<file path="config.mk">
export PLATFORM = sky130hd
export DESIGN_NAME = usb_control_endpoint_responder
export DESIGN_NICKNAME = d
export VERILOG_FILES = /design/src/rtl/ucer_pkg.sv /design/src/rtl/usb_control_endpoint_responder.sv /design/src/rtl/ucer_ctrl.sv /design/src/rtl/ucer_dp.sv
export SDC_FILE = /design/constraint.sdc
export NUM_CORES = 1
export LEC_CHECK = 0
export BUFFER_PORTS_ARGS = -buffer_cell sky130_fd_sc_hd__clkbuf_2
export CAP_MARGIN = 10
export CORE_AREA = 5 5 140 142
export DETAILED_ROUTE_END_ITERATION = 12
export DIE_AREA = 0 0 145 147
export GPL_TIMING_DRIVEN = 0
export PLACE_DENSITY = 0.85
export SETUP_SLACK_MARGIN = 0.3
export SYNTH_ARGS = -nofsm -noshare
export SYNTH_HDL_FRONTEND = slang
export SYNTH_SLANG_ARGS = --single-unit
</file>
<file path="constraint.sdc">
create_clock -name clk -period 3.4 [get_ports clk]
set_input_delay 0.68 -clock clk [delete_from_list [all_inputs] [get_ports clk]]
set_output_delay 0.68 -clock clk [all_outputs]
set_load 0.01 [all_outputs]
</file>
<file path="src/rtl/ucer_pkg.sv">
`default_nettype none
package ucer_pkg;

  // input beat codes
  localparam logic [2:0] OP_BUS_RESET = 3'd0;
  localparam logic [2:0] OP_WAKEUP    = 3'd1;
  localparam logic [2:0] OP_SUSPEND   = 3'd2;
  localparam logic [2:0] OP_SETUP     = 3'd3;
  localparam logic [2:0] OP_OUT_BYTE  = 3'd4;
  localparam logic [2:0] OP_IN_TOKEN  = 3'd5;
  localparam logic [2:0] OP_OUT_EMPTY = 3'd6;

  // result kinds
  localparam logic [1:0] KIND_STATUS  = 2'd0;
  localparam logic [1:0] KIND_DATA    = 2'd1;
  localparam logic [1:0] KIND_ZLP     = 2'd2;
  localparam logic [1:0] KIND_IGNORED = 2'd3;

  // transfer phases
  localparam logic [2:0] PH_IDLE    = 3'd0;
  localparam logic [2:0] PH_IN      = 3'd1;
  localparam logic [2:0] PH_ADDR    = 3'd2;
  localparam logic [2:0] PH_OUT     = 3'd4;

  // data sources
  localparam logic [2:0] SRC_NONE = 3'd0;
  localparam logic [2:0] SRC_DEV  = 3'd1;
  localparam logic [2:0] SRC_CFG  = 3'd2;
  localparam logic [2:0] SRC_LANG = 3'd3;
  localparam logic [2:0] SRC_MANU = 3'd4;
  localparam logic [2:0] SRC_PROD = 3'd5;
  localparam logic [2:0] SRC_LINE = 3'd6;
  localparam logic [2:0] SRC_LUN  = 3'd7;

  // requests
  localparam logic [7:0] REQ_SET_ADDRESS   = 8'h05;
  localparam logic [7:0] REQ_GET_DESC      = 8'h06;
  localparam logic [7:0] REQ_SET_CONFIG    = 8'h09;
  localparam logic [7:0] REQ_SET_LINE      = 8'h20;
  localparam logic [7:0] REQ_GET_LINE      = 8'h21;
  localparam logic [7:0] REQ_LINE_STATE    = 8'h22;
  localparam logic [7:0] REQ_STORAGE_RESET = 8'hFF;
  localparam logic [7:0] REQ_GET_MAX_LUN   = 8'hFE;

  // register indexes
  localparam logic [1:0] REG_MAX_LUN   = 2'd0;
  localparam logic [1:0] REG_BULK_PKT  = 2'd1;
  localparam logic [1:0] REG_INT_IVAL  = 2'd2;

  localparam int CFG_LEN = 106;

  typedef struct packed {
    logic       start;
    logic [2:0] op;
  } cmd_t;

  typedef struct packed {
    logic       busy;
  } stat_t;

  function automatic logic [7:0] dev_byte(input logic [6:0] i);
    logic [7:0] r;
    case (i)
      7'd0: r = 8'h12;  7'd1: r = 8'h01;  7'd2: r = 8'h00;  7'd3: r = 8'h02;
      7'd4: r = 8'hEF;  7'd5: r = 8'h02;  7'd6: r = 8'h01;  7'd7: r = 8'h00;
      7'd8: r = 8'h40;  7'd9: r = 8'h1c;  7'd10: r = 8'h38; 7'd11: r = 8'h05;
      7'd12: r = 8'h01; 7'd13: r = 8'h00; 7'd14: r = 8'h01; 7'd15: r = 8'h02;
      7'd16: r = 8'h00; 7'd17: r = 8'h01;
      default: r = 8'h00;
    endcase
    return r;
  endfunction

  function automatic logic [7:0] cfg_byte(input logic [6:0] i);
    logic [7:0] r;
    case (i)
      7'd0: r = 8'h09; 7'd1: r = 8'h02; 7'd2: r = 8'h6A; 7'd3: r = 8'h00;
      7'd4: r = 8'h03; 7'd5: r = 8'h01; 7'd6: r = 8'h00; 7'd7: r = 8'h80;
      7'd8: r = 8'd200;
      7'd9: r = 8'h08; 7'd10: r = 8'h0B; 7'd11: r = 8'h00; 7'd12: r = 8'h02;
      7'd13: r = 8'h02; 7'd14: r = 8'h02; 7'd15: r = 8'h00; 7'd16: r = 8'h00;
      7'd17: r = 8'h09; 7'd18: r = 8'h04; 7'd19: r = 8'h00; 7'd20: r = 8'h00;
      7'd21: r = 8'h01; 7'd22: r = 8'h02; 7'd23: r = 8'h02; 7'd24: r = 8'h00;
      7'd25: r = 8'h00;
      7'd26: r = 8'h05; 7'd27: r = 8'h24; 7'd28: r = 8'h00; 7'd29: r = 8'h10;
      7'd30: r = 8'h01;
      7'd31: r = 8'h04; 7'd32: r = 8'h24; 7'd33: r = 8'h02; 7'd34: r = 8'h00;
      7'd35: r = 8'h05; 7'd36: r = 8'h24; 7'd37: r = 8'h06; 7'd38: r = 8'h00;
      7'd39: r = 8'h01;
      7'd40: r = 8'h05; 7'd41: r = 8'h24; 7'd42: r = 8'h01; 7'd43: r = 8'h00;
      7'd44: r = 8'h01;
      7'd45: r = 8'h07; 7'd46: r = 8'h05; 7'd47: r = 8'h83; 7'd48: r = 8'h03;
      7'd49: r = 8'h08; 7'd50: r = 8'h00; 7'd51: r = 8'h00;
      7'd52: r = 8'h09; 7'd53: r = 8'h04; 7'd54: r = 8'h01; 7'd55: r = 8'h00;
      7'd56: r = 8'h02; 7'd57: r = 8'h0A; 7'd58: r = 8'h00; 7'd59: r = 8'h00;
      7'd60: r = 8'h06;
      7'd61: r = 8'h07; 7'd62: r = 8'h05; 7'd63: r = 8'h81; 7'd64: r = 8'h02;
      7'd65: r = 8'h00; 7'd66: r = 8'h00; 7'd67: r = 8'h00;
      7'd68: r = 8'h07; 7'd69: r = 8'h05; 7'd70: r = 8'h02; 7'd71: r = 8'h02;
      7'd72: r = 8'h00; 7'd73: r = 8'h00; 7'd74: r = 8'h00;
      7'd75: r = 8'h08; 7'd76: r = 8'h0B; 7'd77: r = 8'h02; 7'd78: r = 8'h01;
      7'd79: r = 8'h08; 7'd80: r = 8'h06; 7'd81: r = 8'h50; 7'd82: r = 8'h00;
      7'd83: r = 8'h09; 7'd84: r = 8'h04; 7'd85: r = 8'h02; 7'd86: r = 8'h00;
      7'd87: r = 8'h02; 7'd88: r = 8'h08; 7'd89: r = 8'h06; 7'd90: r = 8'h50;
      7'd91: r = 8'h00;
      7'd92: r = 8'h07; 7'd93: r = 8'h05; 7'd94: r = 8'h84; 7'd95: r = 8'h02;
      7'd96: r = 8'h00; 7'd97: r = 8'h00; 7'd98: r = 8'h00;
      7'd99: r = 8'h07; 7'd100: r = 8'h05; 7'd101: r = 8'h05; 7'd102: r = 8'h02;
      7'd103: r = 8'h00; 7'd104: r = 8'h00; 7'd105: r = 8'h00;
      default: r = 8'h00;
    endcase
    return r;
  endfunction

  function automatic logic [7:0] manu_char(input logic [4:0] i);
    logic [7:0] r;
    case (i)
      5'd0: r = 8'h4D; 5'd1: r = 8'h61; 5'd2: r = 8'h6E; 5'd3: r = 8'h75;
      5'd4: r = 8'h46; 5'd5: r = 8'h65; 5'd6: r = 8'h72; 5'd7: r = 8'h48;
      5'd8: r = 8'h69; 5'd9: r = 8'h2F; 5'd10: r = 8'h53; 5'd11: r = 8'h6C;
      5'd12: r = 8'h69; 5'd13: r = 8'h6E; 5'd14: r = 8'h67; 5'd15: r = 8'h73;
      5'd16: r = 8'h68; 5'd17: r = 8'h6F; 5'd18: r = 8'h74;
      default: r = 8'h00;
    endcase
    return r;
  endfunction

  function automatic logic [7:0] prod_char(input logic [2:0] i);
    logic [7:0] r;
    case (i)
      3'd0: r = 8'h53; 3'd1: r = 8'h69; 3'd2: r = 8'h44; 3'd3: r = 8'h69;
      3'd4: r = 8'h31; 3'd5: r = 8'h32; 3'd6: r = 8'h38;
      default: r = 8'h00;
    endcase
    return r;
  endfunction

endpackage
`default_nettype wire

</file>
<file path="src/rtl/usb_control_endpoint_responder.sv">
`default_nettype none
// channel   | handshake               | payload
// in        | in_valid / in_ready     | op, setup_request, value_*, max_length, ...
// out       | out_valid / out_ready   | kind, data_byte, last, status flags
// cfg       | cfg_write               | cfg_index, cfg_data
//
// one beat is taken, then all of its results are sent before the next beat is taken
// an IN token with n packet bytes gives one data beat a cycle unless stalled, up to
// EP0_PACKET_BYTES beats, set by the single descriptor read port; the next beat is taken
// after the last is accepted; other beats give one result the cycle after they are taken
// rst is synchronous and resets all state, line coding back to 115200 8N1
// a stalled out beat holds the whole block
module usb_control_endpoint_responder #(
  parameter int EP0_PACKET_BYTES = 64
) (
  input  wire logic        clk,
  input  wire logic        rst,
  input  wire logic        in_valid,
  output logic             in_ready,
  input  wire logic [2:0]  op,
  input  wire logic [7:0]  setup_request,
  input  wire logic [7:0]  value_low,
  input  wire logic [7:0]  value_high,
  input  wire logic [15:0] max_length,
  input  wire logic        setup_complete,
  input  wire logic [7:0]  out_data,
  input  wire logic        cfg_write,
  input  wire logic [1:0]  cfg_index,
  input  wire logic [9:0]  cfg_data,
  output logic             out_valid,
  input  wire logic        out_ready,
  output logic [1:0]       kind,
  output logic [7:0]       data_byte,
  output logic             last,
  output logic [6:0]       device_address,
  output logic             address_enabled,
  output logic             enumerated,
  output logic             tx_armed,
  output logic             rx_armed,
  output logic             suspended
);

  ucer_pkg::cmd_t  cmd;
  ucer_pkg::stat_t stat;

  // sequencer
  ucer_ctrl u_ctrl (
    .clk(clk), .rst(rst), .in_valid(in_valid), .in_ready(in_ready),
    .op(op), .stat(stat), .cmd(cmd)
  );

  // state and descriptor datapath
  ucer_dp #(.EP0_PACKET_BYTES(EP0_PACKET_BYTES)) u_dp (
    .clk(clk), .rst(rst), .cmd(cmd), .stat(stat),
    .setup_request(setup_request), .value_low(value_low), .value_high(value_high),
    .max_length(max_length), .setup_complete(setup_complete), .out_data(out_data),
    .cfg_write(cfg_write), .cfg_index(cfg_index), .cfg_data(cfg_data),
    .out_valid(out_valid), .out_ready(out_ready), .kind(kind),
    .data_byte(data_byte), .last(last), .device_address(device_address),
    .address_enabled(address_enabled), .enumerated(enumerated),
    .tx_armed(tx_armed), .rx_armed(rx_armed), .suspended(suspended)
  );

endmodule
`default_nettype wire

</file>
<file path="src/rtl/ucer_ctrl.sv">
`default_nettype none
// sequencer: waits for a beat, starts the datapath, then drains its results
module ucer_ctrl (
  input  wire logic                clk,
  input  wire logic                rst,
  input  wire logic                in_valid,
  output logic                     in_ready,
  input  wire logic [2:0]          op,
  input  wire ucer_pkg::stat_t     stat,
  output ucer_pkg::cmd_t           cmd
);

  typedef enum logic [1:0] {
    S_IDLE = 2'b01,
    S_RUN  = 2'b10
  } state_t;

  state_t state, state_next;

  always_comb begin
    state_next = state;
    case (state)
      S_IDLE: if (in_valid) state_next = S_RUN;
      S_RUN:  if (!stat.busy) state_next = S_IDLE;
      default: state_next = S_IDLE;
    endcase
  end

  always_ff @(posedge clk) begin
    if (rst) state <= S_IDLE;
    else state <= state_next;
  end

  assign in_ready  = (state == S_IDLE);
  assign cmd.start = in_valid && (state == S_IDLE);
  assign cmd.op    = op;

endmodule
`default_nettype wire

</file>
<file path="src/rtl/ucer_dp.sv">
`default_nettype none
// endpoint-zero state, descriptor reads and the result register
module ucer_dp #(
  parameter int EP0_PACKET_BYTES = 64
) (
  input  wire logic                clk,
  input  wire logic                rst,
  input  wire ucer_pkg::cmd_t      cmd,
  output ucer_pkg::stat_t          stat,
  input  wire logic [7:0]          setup_request,
  input  wire logic [7:0]          value_low,
  input  wire logic [7:0]          value_high,
  input  wire logic [15:0]         max_length,
  input  wire logic                setup_complete,
  input  wire logic [7:0]          out_data,
  input  wire logic                cfg_write,
  input  wire logic [1:0]          cfg_index,
  input  wire logic [9:0]          cfg_data,
  output logic                     out_valid,
  input  wire logic                out_ready,
  output logic [1:0]               kind,
  output logic [7:0]               data_byte,
  output logic                     last,
  output logic [6:0]               device_address,
  output logic                     address_enabled,
  output logic                     enumerated,
  output logic                     tx_armed,
  output logic                     rx_armed,
  output logic                     suspended
);

  localparam logic [6:0] PKT = 7'(EP0_PACKET_BYTES);

  logic [3:0] max_lun;
  logic [9:0] bulk_pkt_len;
  logic [7:0] int_ival;

  logic [2:0] phase;
  logic [2:0] src;
  logic [6:0] offset;
  logic [6:0] remaining;
  logic [7:0] line_coding [7];
  logic [6:0] addr;
  logic       addr_on;
  logic       enum_flag;
  logic       susp;

  // burst counter for an IN packet
  logic       busy;
  logic [6:0] burst_left;

  // rom read
  logic [7:0] rom;
  logic [4:0] char_idx;
  always_comb begin
    rom = 8'h00;
    char_idx = 5'(offset[6:1] - 6'd1);
    case (src)
      ucer_pkg::SRC_DEV:
        rom = (offset == 7'd7) ? 8'(EP0_PACKET_BYTES) : ucer_pkg::dev_byte(offset);
      ucer_pkg::SRC_CFG: begin
        if (offset == 7'd51) rom = int_ival;
        else if (offset == 7'd65 || offset == 7'd72 || offset == 7'd96 || offset == 7'd103)
          rom = bulk_pkt_len[7:0];
        else if (offset == 7'd66 || offset == 7'd73 || offset == 7'd97 || offset == 7'd104)
          rom = {6'd0, bulk_pkt_len[9:8]};
        else rom = ucer_pkg::cfg_byte(offset);
      end
      ucer_pkg::SRC_LANG:
        case (offset)
          7'd0: rom = 8'h04; 7'd1: rom = 8'h03; 7'd2: rom = 8'h09; 7'd3: rom = 8'h04;
          default: rom = 8'h00;
        endcase
      ucer_pkg::SRC_MANU:
        if (offset == 7'd0) rom = 8'd40;
        else if (offset == 7'd1) rom = 8'h03;
        else if (offset[0] || offset >= 7'd40) rom = 8'h00;
        else rom = ucer_pkg::manu_char(char_idx);
      ucer_pkg::SRC_PROD:
        if (offset == 7'd0) rom = 8'd16;
        else if (offset == 7'd1) rom = 8'h03;
        else if (offset[0] || offset >= 7'd16) rom = 8'h00;
        else rom = ucer_pkg::prod_char(char_idx[2:0]);
      ucer_pkg::SRC_LINE:
        rom = (offset < 7'd7) ? line_coding[offset[2:0]] : 8'h00;
      ucer_pkg::SRC_LUN:
        rom = (offset == 7'd0) ? {4'd0, max_lun} : 8'h00;
      default: rom = 8'h00;
    endcase
  end

  // setup decode
  logic       setup_ok;
  logic [2:0] new_phase, new_src;
  logic [6:0] new_limit;
  logic       new_addr;
  always_comb begin
    setup_ok = 1'b1;
    new_phase = ucer_pkg::PH_IN;
    new_src = ucer_pkg::SRC_NONE;
    new_limit = 7'd0;
    new_addr = 1'b0;
    case (setup_request)
      ucer_pkg::REQ_GET_DESC:
        if (value_high == 8'd1) begin
          new_src = ucer_pkg::SRC_DEV; new_limit = 7'd18;
        end else if (value_high == 8'd2) begin
          new_src = ucer_pkg::SRC_CFG; new_limit = 7'(ucer_pkg::CFG_LEN);
        end else if (value_high == 8'd3 && value_low == 8'd0) begin
          new_src = ucer_pkg::SRC_LANG; new_limit = 7'd4;
        end else if (value_high == 8'd3 && value_low == 8'd1) begin
          new_src = ucer_pkg::SRC_MANU; new_limit = 7'd40;
        end else if (value_high == 8'd3 && value_low == 8'd2) begin
          new_src = ucer_pkg::SRC_PROD; new_limit = 7'd16;
        end else setup_ok = 1'b0;
      ucer_pkg::REQ_SET_ADDRESS: begin
        new_phase = ucer_pkg::PH_ADDR; new_addr = 1'b1;
      end
      ucer_pkg::REQ_SET_CONFIG, ucer_pkg::REQ_LINE_STATE,
      ucer_pkg::REQ_STORAGE_RESET: ;
      ucer_pkg::REQ_SET_LINE: begin
        new_phase = ucer_pkg::PH_OUT; new_src = ucer_pkg::SRC_LINE; new_limit = 7'd7;
      end
      ucer_pkg::REQ_GET_LINE: begin
        new_src = ucer_pkg::SRC_LINE; new_limit = 7'd7;
      end
      ucer_pkg::REQ_GET_MAX_LUN: begin
        new_src = ucer_pkg::SRC_LUN; new_limit = 7'd1;
      end
      default: setup_ok = 1'b0;
    endcase
    if (setup_request == ucer_pkg::REQ_GET_MAX_LUN) new_limit = 7'd1;
    else if (max_length < 16'(new_limit)) new_limit = max_length[6:0];
  end

  wire in_phase = (phase == ucer_pkg::PH_IN) || (phase == ucer_pkg::PH_ADDR);
  wire [6:0] pkt_n = (remaining < PKT) ? remaining : PKT;
  wire hold = out_valid && !out_ready;

  assign stat.busy = busy || cmd.start || out_valid;

  always_ff @(posedge clk) begin
    if (rst) begin
      max_lun <= 4'd0; bulk_pkt_len <= 10'd512; int_ival <= 8'd1;
    end else if (cfg_write) begin
      case (cfg_index)
        ucer_pkg::REG_MAX_LUN:   max_lun <= cfg_data[3:0];
        ucer_pkg::REG_BULK_PKT:  bulk_pkt_len <= cfg_data;
        ucer_pkg::REG_INT_IVAL:  int_ival <= cfg_data[7:0];
        default: ;
      endcase
    end
  end

  always_ff @(posedge clk) begin
    if (rst) begin
      phase <= ucer_pkg::PH_IDLE; src <= ucer_pkg::SRC_NONE;
      offset <= 7'd0; remaining <= 7'd0;
      addr <= 7'd0; addr_on <= 1'b0; enum_flag <= 1'b0; susp <= 1'b0;
      busy <= 1'b0; burst_left <= 7'd0; out_valid <= 1'b0;
      line_coding[0] <= 8'h00; line_coding[1] <= 8'hC2; line_coding[2] <= 8'h01;
      line_coding[3] <= 8'h00; line_coding[4] <= 8'h00; line_coding[5] <= 8'h00;
      line_coding[6] <= 8'h08;
      kind <= ucer_pkg::KIND_IGNORED; data_byte <= 8'h00; last <= 1'b0;
    end else if (!hold) begin
      out_valid <= 1'b0;
      if (busy) begin
        // one packet byte per cycle while the output is not stalled
        out_valid <= 1'b1;
        kind <= ucer_pkg::KIND_DATA;
        data_byte <= rom;
        last <= (burst_left == 7'd1);
        offset <= offset + 7'd1;
        burst_left <= burst_left - 7'd1;
        if (burst_left == 7'd1) busy <= 1'b0;
      end else if (cmd.start) begin
        out_valid <= 1'b1;
        data_byte <= 8'h00;
        last <= 1'b1;
        kind <= ucer_pkg::KIND_IGNORED;
        case (cmd.op)
          ucer_pkg::OP_BUS_RESET: begin
            phase <= ucer_pkg::PH_IDLE; src <= ucer_pkg::SRC_NONE;
            offset <= 7'd0; remaining <= 7'd0;
            addr <= 7'd0; addr_on <= 1'b0; enum_flag <= 1'b0;
            kind <= ucer_pkg::KIND_STATUS;
          end
          ucer_pkg::OP_WAKEUP: begin
            susp <= 1'b0; kind <= ucer_pkg::KIND_STATUS;
          end
          ucer_pkg::OP_SUSPEND: begin
            susp <= 1'b1; kind <= ucer_pkg::KIND_STATUS;
          end
          ucer_pkg::OP_SETUP:
            if (setup_complete && setup_ok) begin
              phase <= new_phase; src <= new_src;
              offset <= 7'd0; remaining <= new_limit;
              if (new_addr) addr <= value_low[6:0];
              kind <= ucer_pkg::KIND_STATUS;
            end
          ucer_pkg::OP_OUT_BYTE:
            if (phase == ucer_pkg::PH_OUT) begin
              if (remaining != 7'd0 && offset < 7'd7) begin
                line_coding[offset[2:0]] <= out_data;
                offset <= offset + 7'd1;
                remaining <= remaining - 7'd1;
              end else phase <= ucer_pkg::PH_IDLE;
              kind <= ucer_pkg::KIND_STATUS;
            end
          ucer_pkg::OP_IN_TOKEN:
            if (in_phase) begin
              if (phase == ucer_pkg::PH_ADDR) begin
                addr_on <= 1'b1; enum_flag <= 1'b1;
              end
              if (pkt_n == 7'd0) begin
                phase <= ucer_pkg::PH_IDLE;
                kind <= ucer_pkg::KIND_ZLP;
              end else begin
                // bytes follow from the burst counter
                out_valid <= 1'b0;
                busy <= 1'b1;
                burst_left <= pkt_n;
                remaining <= remaining - pkt_n;
              end
            end
          ucer_pkg::OP_OUT_EMPTY:
            if (phase == ucer_pkg::PH_OUT) begin
              phase <= ucer_pkg::PH_IDLE; kind <= ucer_pkg::KIND_STATUS;
            end
          default: ;
        endcase
      end
    end
  end

  assign device_address  = addr;
  assign address_enabled = addr_on;
  assign enumerated      = enum_flag;
  assign tx_armed        = in_phase;
  assign rx_armed        = (phase == ucer_pkg::PH_OUT);
  assign suspended       = susp;

endmodule
`default_nettype wire

</file>
# Yosys cells after proc, flatten, opt, wreduce, memory -nomap -nowiden
# Memories as Yosys holds them, arrays and structs flattened. A register that Yosys moved wholly into a read port is not among the register bits.
# Index checks and enable logic that the tools add are counted.
[totals] register_bits=73 mem_bits_ro=1504 mem_bits_rw=56 mem_count=4 latch_bits=0
[op_classes] magnitude_cmp=5 addsub=5 mul=0 n_div=0 shifts=0 n_mux=116 n_reduce_logical=56 n_bitwise=2 n_eq_ne=69
[mem_list] memory="(no name shown)" depth=128 word_bits=8 read_ports=1 rd_ports_with_merged_regs=1 write_ports=0 line_no="ucer_pkg.sv:76" text="case (i)"
[mem_list] memory="(no name shown)" depth=32 word_bits=8 read_ports=1 rd_ports_with_merged_regs=1 write_ports=0 line_no="ucer_pkg.sv:63" text="case (i)"
[mem_list] memory="(no name shown)" depth=32 word_bits=7 read_ports=1 rd_ports_with_merged_regs=0 write_ports=0 line_no="ucer_pkg.sv:117" text="case (i)"
[mem_list] memory="u_dp.line_coding" depth=7 word_bits=8 read_ports=1 rd_ports_with_merged_regs=1 write_ports=7 line_no="ucer_dp.sv:42" text="logic [7:0] line_coding [7];"
[op_table] cell="7-bit two-way mux" n=26
[op_table] cell="8-bit two-way mux" n=15
[op_table] cell="7-bit == test, second input constant" n=8
[op_table] cell="8-bit one-hot mux with 7 select lines" n=1
[op_table] cell="3-bit two-way mux" n=15
[op_table] cell="7-bit one-hot mux with 3 select lines" n=2
[op_table] cell="7-bit one-hot mux with 6 select lines" n=1
[op_table] cell="3-bit == test, second input constant" n=11
[op_table] cell="1-bit two-way mux" n=33
[op_table] cell="7-bit one-hot mux with 4 select lines" n=1
[op_table] cell="8-bit by 2-bit == test with 1-bit output, second input constant" n=3
[op_table] cell="8-bit by 6-bit == test with 1-bit output, second input constant" n=3
[op_table] cell="3-bit by 2-bit == test with 1-bit output, second input constant" n=7
[op_table] cell="6-bit AND reduction" n=3
[op_table] cell="8-bit by 1-bit == test with 1-bit output, second input constant" n=2
[op_table] cell="8-bit by 3-bit == test with 1-bit output, second input constant" n=2
[op_table] cell="8-bit == test, second input constant" n=2
[op_table] cell="16-bit by 7-bit less-than comparator with 1-bit output" n=1
[op_table] cell="5-bit two-way mux" n=3
[op_table] cell="3-bit one-hot mux with 5 select lines" n=1
[op_table] cell="7-bit by 1-bit == test with 1-bit output, second input constant" n=2
[op_table] cell="7-bit by 2-bit == test with 1-bit output, second input constant" n=2
[op_table] cell="7-bit zero test" n=2
[op_table] cell="2-bit two-way mux" n=7
[op_table] cell="other kinds (46)" n=100

# Longest topological paths before layout
[logic_depth] ltp_word=15 mapped_depth=19 depth_no_buf=15

# By module
# Synthesis repeated with hierarchy kept, for this count alone.
[hier_totals] cells_unflattened=1114 hier_area_um2=9994.6
[by_module_without_submodules] mod="ucer_dp" cells_per_inst=1103 n_inst=1 area_each_um2=9892.0
[by_module_without_submodules] mod="ucer_ctrl" cells_per_inst=11 n_inst=1 area_each_um2=102.6

# Worst setup path after synthesis
# Ideal clock, no wire load.
[synth_timing] path_type="input to register" from="input port value_high[5]" to="register (tool-made name)" setup_time_ns=0.064 required_ns=3.336 t_arrival_ns=3.616 setup_slack_ns=-0.280 stages=17 path_cell_list="nor4_1 nand4_2 nor4_4 nor3_1 buf_6 or3_1 and2_1 or2_1 buf_2 inv_2 ha_1 clkbuf_1 inv_1 nor4_1 a21oi_1 a2bb2oi_1 nor2_1"
[synth_lines] element="from (decl)" line_no="usb_control_endpoint_responder.sv:23" text="input wire logic [7:0] value_high,"

==> summary.md <==
| Metric | Value |
|---|---|
| Run status | `finished, final reports clean` |
| Clock skew | `0.0139 ns` |
| Final Hold Violating Endpoints | `0` |
| Critical Path Slowest Stage Cell | `or4_4` |
| Worst Setup Path Type | `reg2reg` |
| Clock buffer depth | `2` |
| Initial antenna violation count | `0` |
| First-pass GRT wire length | `47,700 um` |
| Max transition margin | `roughly a quarter` |
| CTS Sinks | `156` |
| GR Util All Layers | `a little over a quarter` |
| Number of max-cap violations | `0` |
| Pin count of the biggest net entering global routing | `19` |
| Tot Pwr | `between 4000 and 5000 uW` |
| Static leakage | `slightly below 0.005 uW` |
| Async SR Flop Fraction | `0%` |
| I/O pins | `94` |
| Worst path arrival time | `3.74 ns` |
| Crit end category | `flop` |
| Critical path fanouts, max | `10` |
| Die area | `0.0213 sq mm` |
| Post-route DRC | `0` |
| Final Instance Area | `0.0121 sq mm` |
| Commonest non-fill, non-tap cell in the layout | `nor2_1` |
| Port Buffers | `90` |
| Most frequent cells in the layout | `nor2_1 (114), clkbuf_2 (96), dfxtp_1 (94)` |
| Synth cell types | `90` |
| Peak Freq | `0.294 GHz` |
| Met3 WL | `around 2600 um` |
| Slew Viols, Final | `0` |
| H-tree depth | `4` |
| Main synth FF type | `dfxtp_1` |
| Total CTS buffers | `17` |
| DR top layer | `met4` |
| Crit path required time | `3.74 ns` |
| WL final | `30,700 um` |
| Syn avg cell area | `8.87 sq um` |
| EDFF count, synth | `56` |
| Std cell rows | `50` |
| CTS tree | `done` |
| DR pass1 iterations | `5` |
| Via count | `a little over 9,000` |
| 1st-iter DRT viols | `916` |
| N_diodes | `0` |
| Ordered list of cells on the worst path | `or4_4 -> nor4_4 -> o21ai_4 -> a31oi_4 -> buf_6 -> buf_6 -> o31a_1 -> o21ai_2 -> inv_2 -> buf_4 -> nand2_1 -> o21ai_0 -> a32oi_1 -> a22oi_2` |
| RSZ-0062 raised after global routing | `yes` |
| Critical path startpoint category | `flop` |
| Die Ht | `147 um` |
| Min Hold Slack | `0.463 ns` |
| Place WS | `-0.878 ns` |
| Crit path time final | `around 3.4 ns` |
| Final setup margin | `0.00227 ns` |
| Slowest stage delay, CP | `between 0.5 and 0.6 ns` |
| Worst vdd ir | `~0.00044 V` |
| Top delay family on crit path | `compound AO/OA/AOI/OAI gates` |
| Ys Warns | `0` |
| Final period util | `99.9%` |
| Routed Antenna Nets | `0` |
| Synthesized flop and latch total | `~160` |
| Cells after Synth | `1,080` |
| Vias per cell | `6.30` |
| Worst Path Buf+Inv | `4` |
| Sequential area share after synthesis | `between 30 and 40%` |
| Cell Pwr Density | `367 mW/mm^2` |
| Initial core utilization | `between 50% and 60%` |
| Share of layout cells above drive strength 1 | `27.7%` |
| Clk pin slew, worst setup/hold paths | `0.07 ns` |
| Die W | `145 um` |
| Post-synthesis cell area | `0.00958 sq mm` |
| RePlAce Congestion | `between 1 and 1.5` |
| Placed cell area | `0.0105 sq mm` |
| Syn_nets | `about 1,200` |
| # hold bufs at CTS | `0` |
| Final setup fails | `0` |
| Post-DP HPWL | `21,600 um` |
| Crit path top cell by count | `buf_6` |
| Area growth syn-to-layout | `26.4%` |
| Root buffer cell | `clkbuf_16` |
| Fin nets | `about 1,300` |
| CORE AREA | `approximately 0.018 sq mm` |
| Vias in the first global route | `8,994` |
| Clk_lat worst skew | `0.44 ns` |
| Wl on met1 | `11,900 um` |
| HP Class | `in2reg` |
| Worst Max-Slew Pin Slew | `1.10 ns` |
| Wire length per cell | `20.7 um` |
| Grt ovf | `0` |
| WL met2 | `14,600 um` |
final timing paths:
path	start	end	slack (ns)	cells after the start
max	u_dp.remaining[0]$_SDFFE_PP0P_	flop	0.002	14
min	cfg_data[9]	u_dp.bulk_pkt_len[9]$_SDFFE_PP1P_	0.46	3
max reg2reg	u_dp.remaining[0]$_SDFFE_PP0P_	flop	0.002	14
min reg2reg	u_dp.data_byte[3]$_SDFFE_PP0P_	u_dp.data_byte[3]$_SDFFE_PP0P_	0.47	2
cell usage after synthesis (6+ instances only):
master	number	area [sq um]
a211oi_1	12	90.1
a21o_1	12	90.1
a21oi_1	79	395
a22oi_1	22	165
a31oi_1	8	50.1
and2_1	37	231
and3_1	11	68.8
buf_1	6	22.5
buf_2	6	30.0
clkbuf_1	41	154
dfxtp_1	100	2000
edfxtp_1	56	1680
ha_1	33	413
inv_1	42	158
inv_2	6	22.5
mux2i_1	54	541
mux4_2	16	360
nand2_1	91	342
nand2b_1	12	75.1
nand3_1	30	150
nand4_1	8	50.1
nor2_1	120	450
nor2b_1	7	43.8
nor3_1	24	120
nor4_1	12	75.1
o211ai_1	8	60.1
o21ai_0	64	320
o21ai_1	8	40.0
o22ai_1	8	50.1
o31ai_1	6	45.0
or2_2	7	43.8
or3_1	8	50.1
or4_1	6	45.0
xnor2_1	14	123
xor2_1	6	52.6
worst register-to-register path: cells and delay by family, from the launching register on:
kind | cells | cell delay, ns
and+or+nand+nor | 3 | 0.94
buffers and inverters | 4 | 0.63
DFF | 1 | 0.35
AOI/OAI and AO/OA | 7 | 1.39
per-stage QoR:
stage	setup TNS (ns)	instances	utilization, %
after floorplan	0	1080	-
after global placement	-27.41	1404	57.5
after detailed placement	-37.36	1404	57.5
after CTS	0	1466	64.3
after global routing	-0.0904	1485	66.1
final	0	1485	66.1
per-layer routing:
| metal | track usage [%] | vias to the layer above |
|---|---|---|
| met3 | 5.46 | 124 |
| met2 | 44.5 | 524 |
| met5 | 0 | - |
| met4 | 13.7 | 0 |
| met1 | 34.6 | 4421 |
| li1 | - | 4288 |
report_power, final:
part           leakage (uW)  internal, uW  switching, uW  total (uW)
clock network      0.000299          1060            909        1970
registers           0.00139          1970           26.7        1990
logic               0.00317           201            278         479
total               0.00485          3230           1210        4440
what timing repair did:
action                                  CTS  global route
endpoints found under the setup margin  124            66
gates resized for setup                 100            51
buffers inserted                         30            17
pin swaps                                36            20
endpoints found under the hold margin     0             0
area by class of cell:
class | instances | area, sq um
fill | 1419 | 6220
multi-input combinational | 816 | 6100
sequential | 156 | 3700
timing repair buffer | 139 | 841
clock buffer | 17 | 425
buffer | 60 | 372
tap | 234 | 293
inverter | 48 | 204
clock inverter | 15 | 180
kinds of logic after synthesis:
group	Yosys count	synth area share, %
AND/OR/NAND/NOR	407	21.6
multiplexers	71	9.52
buffers and inverters	108	4.70
adder cells (fa/ha/maj)	35	4.62
XOR/XNOR	22	2.28
AO/OA/AOI/OAI	281	18.9
flip-flops	156	38.4
No activity file was read; power rests on OpenSTA's default activity.
